===== config.mk =====
export PLATFORM = sky130hd
export DESIGN_NAME = iset_cell
export DESIGN_NICKNAME = d
export VERILOG_FILES = /design/src/iset_pkg.sv /design/src/iset_cell.sv
export SDC_FILE = /design/constraint.sdc
export NUM_CORES = 1
export LEC_CHECK = 0
export ABC_AREA = 1
export BUFFER_PORTS_ARGS = -buffer_cell sky130_fd_sc_hd__buf_2
export CORE_MARGIN = 4
export CORE_UTILIZATION = 59
export DETAILED_ROUTE_END_ITERATION = 7
export HOLD_SLACK_MARGIN = 0.06
export PLACE_DENSITY_LB_ADDON = 0.25
export SYNTH_ARGS = -nofsm -noshare
export SYNTH_HDL_FRONTEND = slang
export SYNTH_SLANG_ARGS = --single-unit

===== constraint.sdc =====
create_clock -name clk_i -period 8.11 [get_ports clk_i]
set_input_delay 1.2165 -clock clk_i [delete_from_list [all_inputs] [get_ports clk_i]]
set_output_delay 1.2165 -clock clk_i [all_outputs]
set_load 0.01 [all_outputs]

===== src/iset_pkg.sv =====
// ----------------------------------------------------------------------------
// iset_pkg: shared types and constants for the interval set table
// Entry, request, response and cell command types used by the cell chain.
// ----------------------------------------------------------------------------
package iset_pkg;

  localparam int unsigned MAX_INTERVALS = 64;
  localparam int unsigned COORD_BITS    = 32;
  localparam int unsigned CNT_W         = $clog2(MAX_INTERVALS + 1);

  typedef logic [COORD_BITS-1:0] coord_t;
  typedef logic [CNT_W-1:0]      count_t;

  localparam logic [1:0] FUNC_ADD    = 2'd0;
  localparam logic [1:0] FUNC_QUERY  = 2'd1;
  localparam logic [1:0] FUNC_REMOVE = 2'd2;
  localparam logic [1:0] FUNC_UNUSED = 2'd3;

  localparam logic [1:0] ST_OK    = 2'd0;
  localparam logic [1:0] ST_FULL  = 2'd1;
  localparam logic [1:0] ST_RANGE = 2'd2;

  typedef struct packed {
    logic [1:0] func;
    coord_t     left;
    coord_t     right;
  } iset_req_t;

  typedef struct packed {
    logic [1:0] status;
    logic       covered;
    count_t     entry_count;
  } iset_rsp_t;

  typedef struct packed {
    coord_t base;   // inclusive start
    coord_t limit;  // exclusive end
  } iset_entry_t;

  typedef enum logic [2:0] {
    OP_HOLD,
    OP_COLLAPSE,
    OP_INSERT,
    OP_MERGE,
    OP_DELETE,
    OP_SPLIT,
    OP_TRIM
  } iset_op_e;

  typedef struct packed {
    iset_op_e op;
    logic     rm;     // remove compares (strict on both sides)
    coord_t   left;
    coord_t   right;
  } iset_cmd_t;

  typedef struct packed {
    logic below;   // entry lies wholly before the range
    logic is_lo;   // first entry not below
    logic hit;     // entry overlaps (or touches, for add) the range
    logic inner;   // entry wholly inside the range
    logic cov;     // entry covers the range
    logic split;   // entry strictly contains the range on both sides
  } iset_flags_t;

endpackage


===== src/iset_cell.sv =====
// ----------------------------------------------------------------------------
// iset_cell: one slot of the interval chain
// Holds one entry, classifies it against the current range and moves data
// to or from its neighbors as the broadcast command asks.
// ----------------------------------------------------------------------------
module iset_cell import iset_pkg::*; (
  input  logic        clk_i,
  input  iset_cmd_t   cmd_i,
  input  logic        valid_i,
  input  iset_flags_t prev_flags_i,
  input  iset_entry_t prev_entry_i,
  input  iset_entry_t next_entry_i,
  output iset_entry_t entry_o,
  output iset_flags_t flags_o
);

  iset_entry_t entry_q, entry_d;
  iset_flags_t fl;
  logic        at_or_past_l;

  always_comb begin
    fl.below = valid_i & (cmd_i.rm ? (entry_q.limit <= cmd_i.left)
                                   : (entry_q.limit <  cmd_i.left));
    fl.is_lo = ~fl.below & prev_flags_i.below;
    fl.hit   = valid_i & ~fl.below & (cmd_i.rm ? (entry_q.base <  cmd_i.right)
                                               : (entry_q.base <= cmd_i.right));
    at_or_past_l = entry_q.base >= cmd_i.left;
    fl.inner = fl.hit & at_or_past_l & (entry_q.limit <= cmd_i.right);
    fl.cov   = valid_i & ~at_or_past_l | valid_i & (entry_q.base == cmd_i.left);
    fl.cov   = fl.cov & (entry_q.limit >= cmd_i.right);
    fl.split = fl.hit & (entry_q.base < cmd_i.left) & (entry_q.limit > cmd_i.right);
  end

  always_comb begin
    entry_d = entry_q;
    unique case (cmd_i.op)
      OP_COLLAPSE: begin
        if (fl.is_lo) entry_d.limit = next_entry_i.limit;
        else if (!prev_flags_i.below) entry_d = next_entry_i;
      end
      OP_INSERT: begin
        if (fl.is_lo) begin
          entry_d.base  = cmd_i.left;
          entry_d.limit = cmd_i.right;
        end else if (!prev_flags_i.below) begin
          entry_d = prev_entry_i;
        end
      end
      OP_MERGE: begin
        if (fl.hit) begin
          if (cmd_i.left < entry_q.base) entry_d.base = cmd_i.left;
          if (cmd_i.right > entry_q.limit) entry_d.limit = cmd_i.right;
        end
      end
      OP_DELETE: begin
        if (at_or_past_l) entry_d = next_entry_i;
      end
      OP_SPLIT: begin
        if (fl.is_lo) begin
          entry_d.limit = cmd_i.left;
        end else if (prev_flags_i.is_lo) begin
          entry_d.base  = cmd_i.right;
          entry_d.limit = prev_entry_i.limit;
        end else if (!prev_flags_i.below) begin
          entry_d = prev_entry_i;
        end
      end
      OP_TRIM: begin
        if (fl.hit && (entry_q.base < cmd_i.left)) entry_d.limit = cmd_i.left;
        if (fl.hit && (entry_q.limit > cmd_i.right)) entry_d.base = cmd_i.right;
      end
      default: ;
    endcase
  end

  always_ff @(posedge clk_i) begin
    entry_q <= entry_d;
  end

  assign entry_o = entry_q;
  assign flags_o = fl;

endmodule


==> impl_metrics.csv, run 1 <==
group,metric,value,unit
sta,finalSetupTns,0,ns
sta,finalHoldViolations,0,
pwr,ir_drop,0.0993,mV
flow_run,cap_violations,0,
routing,routed_via_density,6.02,
pwr,p_per_area,138,nW/um^2
floorplan,dieArea,18000,sq um
cells_and_area,drive_gt1_share,18.4,%
global_routing,antenna_found_initial,1,
critical_path,cp.required,6.89,ns
sta,slew_viol_final,0,
routing,vias,11218,
yosys,syn_inst,1436,
routing,ant_nets,0,
yosys,synth_top_area_share,20.4,%
yosys,synthFlopType,"edfxtp_1",
yosys,synth_top_cell_by_area,"edfxtp_1",
critical_path,arrival,4.13,ns
sta,slew_headroom,21.2,%
yosys,yosys_warnings,0,
floorplan,start_util,61.0,%
floorplan,io_pins,274,
placed_design,dpl.hpwl,22800,um
hold_path,min_path_type,"flop to flop",
critical_path,critical_path.max_stage_delay,0.75,ns
cells_and_area,finalNetCount,1983,
sta,rsz0062_at_grt,"no",
critical_path,path_cells,"buf_2, inv_1, ha_1, nand2_1, nor2_1, nand4_1, nor2_2, nand4_1, nand2_1, nand2_2, nand2_4, inv_1, buf_2",
yosys,syn_area_per_cell,6.55,sq um
clock_network,cts_tree,"yes",
global_routing,grt_pass1_vias,10473,
global_routing,grt_pass1_wl,50300,um
floorplan,rows,45,
routing,first_pass_iters,8,
critical_path,worstSetupStartpointType,"input port",
global_routing,grt_max_degree,129,
cells_and_area,syn_to_final_growth,17.5,%
sta,fin_crit_sh,65.9,%
placed_design,place_congestion,0.908,
clock_network,clock-sinks,64,
routing,totalWireLength,31700,um
cells_and_area,final_cell_mix,"nand2_1 (461), buf_2 (268), nand3_1 (168)",
global_routing,grt-ovfl-total,0,
critical_path,endpoint_kind,"output port",
floorplan,die_w,134,um
yosys,synth.area.top_cells,"edfxtp_1 (20%), nand2_1 (18%), ha_1 (17%), nand3_1 (8.9%), mux2i_1 (6.3%)",
routing,wl_per_cell,17.0,um
sta,setup_violations,0,
cells_and_area,layout_commonest_cell,"nand2_1",
cells_and_area,antennaDiodeCount,0,
clock_network,cts-resized-gates,0,
cells_and_area,largest_reg_flops,64,
pwr,p_leak,5.89,nW
yosys,synth_seq_cells,64,
critical_path,critPathKind,"input port to output port",
critical_path,crit_path_top_delay_cell,"nand2_4",
sta,worst_slew_pin_slew,1.18,ns
run_status,status,"complete, but fails checks",
yosys,synth-edff-count,64,
clock_network,ctsHoldBuffers,0,
clock_network,clock_latency,0.36,ns
clock_network,htree_num_levels,3,
sta,skew,0.0138,ns
routing,drc,1,
yosys,netlist_area,9410,sq um
yosys,syn-num-nets,1768,
pwr,power,1.53,mW
run_status,violations,"design-rule violations",
routing,drt_first_iter_violations,1194,
yosys,ys_seq_area_share,20.4,%
yosys,async_reset_ff_share,0,%
placed_design,port-buffer-count,269,
clock_network,numCtsBuffers,9,
critical_path,worstPathMaxFanout,101,
sta,max_freq,187,MHz
yosys,synth.distinct_cells,31,
clock_network,clockBufferDepth,2,
floorplan,core_area,15400,sq um
floorplan,dieHeight,134,um
clock_network,cts-root-buf,"clkbuf_16",
clock_network,cts.clk_slew.worst_paths,0.05,ns
global_routing,grtUsageTotal,33.8,%
clock_network,postCtsSetupBuffers,0,
sta,timing.final.crit_period,5.35,ns
[routing by layer]
| layer | global-route usage [%] | vias up | share of wire, % |
|---|---|---|---|
| met3 | 5.78 | 102 | 11 |
| met1 | 43.9 | 4958 | 39 |
| met2 | 56.3 | 766 | 47 |
| li1 | - | 5390 | - |
| met5 | 0 | - | 0.041 |
| met4 | 13.3 | 2 | 3.0 |
[kinds of logic (layout without fill, tap and decap cells)]
logic type,count (synthesis),after routing,synth area share [%]
simple gates,738,738,32.7
compound gates,252,252,15.0
buf+inv,195,413,8.57
fa+ha+maj,128,128,17.0
flops,64,64,20.4
mux,59,59,6.28
[Yosys cell counts, types with 17 or more instances]
master and instances:
a21oi_1 117, buf_2 17, clkbuf_1 44, edfxtp_1 64, ha_1 128, inv_1 119, mux2i_1 59, nand2_1 461
nand3_1 168, nand4_1 22, nor2_1 70, o2111ai_1 28, o21ai_0 83
[through the flow]
step                      cell area [sq um]  setup WS, ns  std cells  hold slack (ns)  utilization [%]
after global routing                  11100          2.63       1865            0.897             71.6
after CTS                             11100          2.90       1865            0.831             71.6
final                                 11100          2.76       1865            0.843             71.6
after floorplan                        9410          3.65       1436            0.808                -
after detailed placement              10800          2.79       1851            0.823             70.0
after global placement                10800          2.85       1851            0.818             70.0
[worst paths after layout]
kind / start / endpoint / slack [ns] / depth (start not counted)
setup / recovery: cmd_i[55] / flags_o[4] / 2.76 / 13
hold / removal: entry_o[38] / entry_o[38] / 0.84 / 4
setup reg to reg: entry_o[23] / entry_o[49] / 3.52 / 13
hold reg to reg: entry_o[38] / entry_o[38] / 0.84 / 4
[critical path, delay by kind of cell]
family | cells | cell delay [ns]
adder cells (fa/ha/maj) | 1 | 0.32
AND/OR/NAND/NOR | 8 | 1.67
buffers and inverters | 4 | 0.83
[area by class of cell]
type                    instances  area, sq um
multi-input cells            1177         6730
well taps                     211          264
clock inverters                 5         26.3
inverters                     119          448
flip-flops and latches         64         1920
repair buffers                280         1430
clock buffers                   9          225
fillers                      1380         4380
[report_power, final]
part	total (mW)	switching, mW	leakage (nW)	internal [mW]
clock	0.358	0.157	0.124	0.201
sequential	0.488	0.0592	0.617	0.429
combinational	0.680	0.423	5.15	0.257
No activity file was read; power rests on OpenSTA's default activity.
==> inputs of run 2 (changes only) <==
--- a/config.mk
+++ b/config.mk
@@ -8,7 +8,7 @@
 export ABC_AREA = 1
 export BUFFER_PORTS_ARGS = -buffer_cell sky130_fd_sc_hd__buf_2
 export CORE_MARGIN = 4
-export CORE_UTILIZATION = 59
+export CORE_UTILIZATION = 49
 export DETAILED_ROUTE_END_ITERATION = 7
 export HOLD_SLACK_MARGIN = 0.06
 export PLACE_DENSITY_LB_ADDON = 0.25
==> constraint.sdc (replaced) <==
create_clock -name clk_i -period 4.7 [get_ports clk_i]
set_input_delay 0.705 -clock clk_i [delete_from_list [all_inputs] [get_ports clk_i]]
set_output_delay 0.705 -clock clk_i [all_outputs]
set_load 0.01 [all_outputs]
==> run 2 against run 1 <==
Effect of this change: the flow now finishes without violations; combinational power increased by 75%; core utilization decreased by 12 points; largest power group unchanged; sequential power increased by 72%; highest routed layer unchanged.
==> impl_metrics.csv, run 2 (same netlist as run 1, synthesis figures left out) <==
group,metric,value,unit
critical_path,crit_top_cell,"nand2_1",
clock_network,cts_tree,"yes",
sta,skew,0.00631,ns
sta,worst_slack,0.868,ns
routing,first_pass_iters,5,
sta,max_freq,261,MHz
clock_network,clock_latency,0.35,ns
clock_network,cts-root-buf,"clkbuf_16",
sta,worst_slew_pin_slew,0.804,ns
pwr,power,2.77,mW
hold_path,min_path_type,"input port to flop",
routing,ant_nets,0,
sta,slew_headroom,46.4,%
sta,finalSetupTns,0,ns
global_routing,antenna_found_initial,4,
pwr,p_int,1.65,mW
sta,finalHoldViolations,0,
pwr,p_sw_share,40.4,%
global_routing,grt-ovfl-total,0,
cells_and_area,final_cell_mix,"nand2_1 (461), buf_2 (268), nand3_1 (168)",
pwr,combPwrFrac,42.8,%
sta,slew_viol_final,0,
clock_network,clock-sinks,64,
pwr,p_leak,5.95,nW
routing,drt_first_iter_violations,846,
cells_and_area,syn_to_final_growth,19.3,%
clock_network,cts-resized-gates,0,
critical_path,crit_path_top_delay_cell,"buf_4",
floorplan,io_pins,274,
sta,setup_violations,0,
floorplan,dieArea,21500,sq um
routing,totalWireLength,32600,um
cells_and_area,largest_reg_flops,64,
run_status,status,"complete, no violations",
floorplan,dieHeight,147,um
critical_path,worstPathMaxFanout,41,
cells_and_area,fillers,1789,
pwr,seqPwrFrac,30.2,%
clock_network,ctsHoldBuffers,0,
clock_network,htree_num_levels,3,
floorplan,die_w,147,um
cells_and_area,layout_commonest_cell,"nand2_1",
placed_design,place_inst,1877,
clock_network,clockBufferDepth,2,
routing,vias,10993,
routing,routed_via_density,5.80,
cells_and_area,finalNetCount,1986,
cells_and_area,stdcell_count,1895,
flow_run,cap_violations,0,
critical_path,cp.required,3.99,ns
pwr,p_clk_share,27.0,%
critical_path,arrival,3.13,ns
pwr,ir_drop,0.159,mV
sta,rsz0062_at_grt,"no",
floorplan,core_area,18800,sq um
routing,wl_per_cell,17.2,um
placed_design,place_congestion,0.917,
global_routing,grtUsageTotal,29.1,%
pwr,p_sw,1.12,mW
floorplan,start_util,50.1,%
global_routing,grt_pass1_wl,51500,um
clock_network,postCtsSetupBuffers,0,
floorplan,rows,50,
sta,fin_crit_sh,81.5,%
placed_design,port-buffer-count,269,
critical_path,endpoint_kind,"output port",
clock_network,numCtsBuffers,9,
critical_path,path_cells,"buf_2, inv_1, ha_1, nand2_1, inv_1, nand3_1, nor2_1, nand2_1, nand2_1, nand2_1, nand2_1, nand2_1, nand2_2, buf_4, inv_1, buf_2",
global_routing,grt_pass1_vias,10308,
pwr,p_per_area,247,nW/um^2
critical_path,critical_path.max_stage_delay,0.56,ns
routing,drc,0,
global_routing,grt_max_degree,101,
placed_design,pre_cts_ws,0.907,ns
clock_network,cts.clk_slew.worst_paths,0.06,ns
placed_design,dpl.hpwl,24000,um
critical_path,critPathKind,"input port to output port",
sta,timing.final.crit_period,3.83,ns
cells_and_area,drive_gt1_share,18.6,%
critical_path,worstSetupStartpointType,"input port",
-- run 2: cell count changes in the layout (fill, tap and decap cells not counted), sizes merged --
| cell | before | now |
|---|---|---|
| buf | 280 | 283 |
| bufinv | 0 | 2 |
| diode | 0 | 2 |
| clkbuf | 9 | 10 |
| clkinvlp | 1 | 0 |
-- run 2: metrics by stage --
stage               instance area, sq um  hold WS, ns  util (%)
floorplan                           9410        0.808         -
global placement                   10900        0.817      58.1
detailed placement                 10900        0.829      58.1
CTS                                11200        0.615      59.8
global route                       11200        0.628      59.8
finish                             11200        0.621      59.8
-- run 2: metal layers --
| metal | up-vias | global-route usage (%) | wire length, um |
|---|---|---|---|
| met3 | 67 | 5.31 | 3150 |
| met4 | 4 | 11.1 | 730 |
| met1 | 4921 | 38.1 | 13500 |
| met5 | - | 0 | 34 |
| li1 | 5390 | - | - |
| met2 | 611 | 47.8 | 15100 |
-- run 2: cell type report --
type / instances / area [sq um] / share of cell area [%]
Clock inverter: 6 / 83.8 / 0.747
Tap cell: 234 / 293 / 2.61
Multi-Input combinational cell: 1177 / 6730 / 60.0
Sequential cell: 64 / 1920 / 17.1
Inverter: 119 / 448 / 3.99
Clock buffer: 10 / 229 / 2.04
Antenna cell: 2 / 5.00 / 0.0446
Timing Repair Buffer: 283 / 1510 / 13.4
-- run 2: worst paths after layout --
path	to	cells past startpoint	slack, ns	startpoint
max	flags_o[5]	16	0.87	cmd_i[47]
min	entry_o[24]	3	0.62	next_entry_i[24]
max reg2reg	entry_o[48]	17	1.32	entry_o[17]
min reg2reg	entry_o[41]	4	0.85	entry_o[41]
-- run 2: power groups by stage --
stage / Combinational (mW) / Sequential, mW / Clock (mW)
CTS: 1.18 / 0.836 / 0.751
global placement: 1.14 / 0.847 / 0
finish: 1.19 / 0.839 / 0.748
floorplan: 0.735 / 0.849 / 0
global route: 1.34 / 0.847 / 0.777
detailed placement: 1.17 / 0.848 / 0
-- run 2: critical path, delay by kind of cell --
family	cells	cell delay (ns)
buffers and inverters	6	1.02
adders and majority gates	1	0.31
and+or+nand+nor	9	1.08
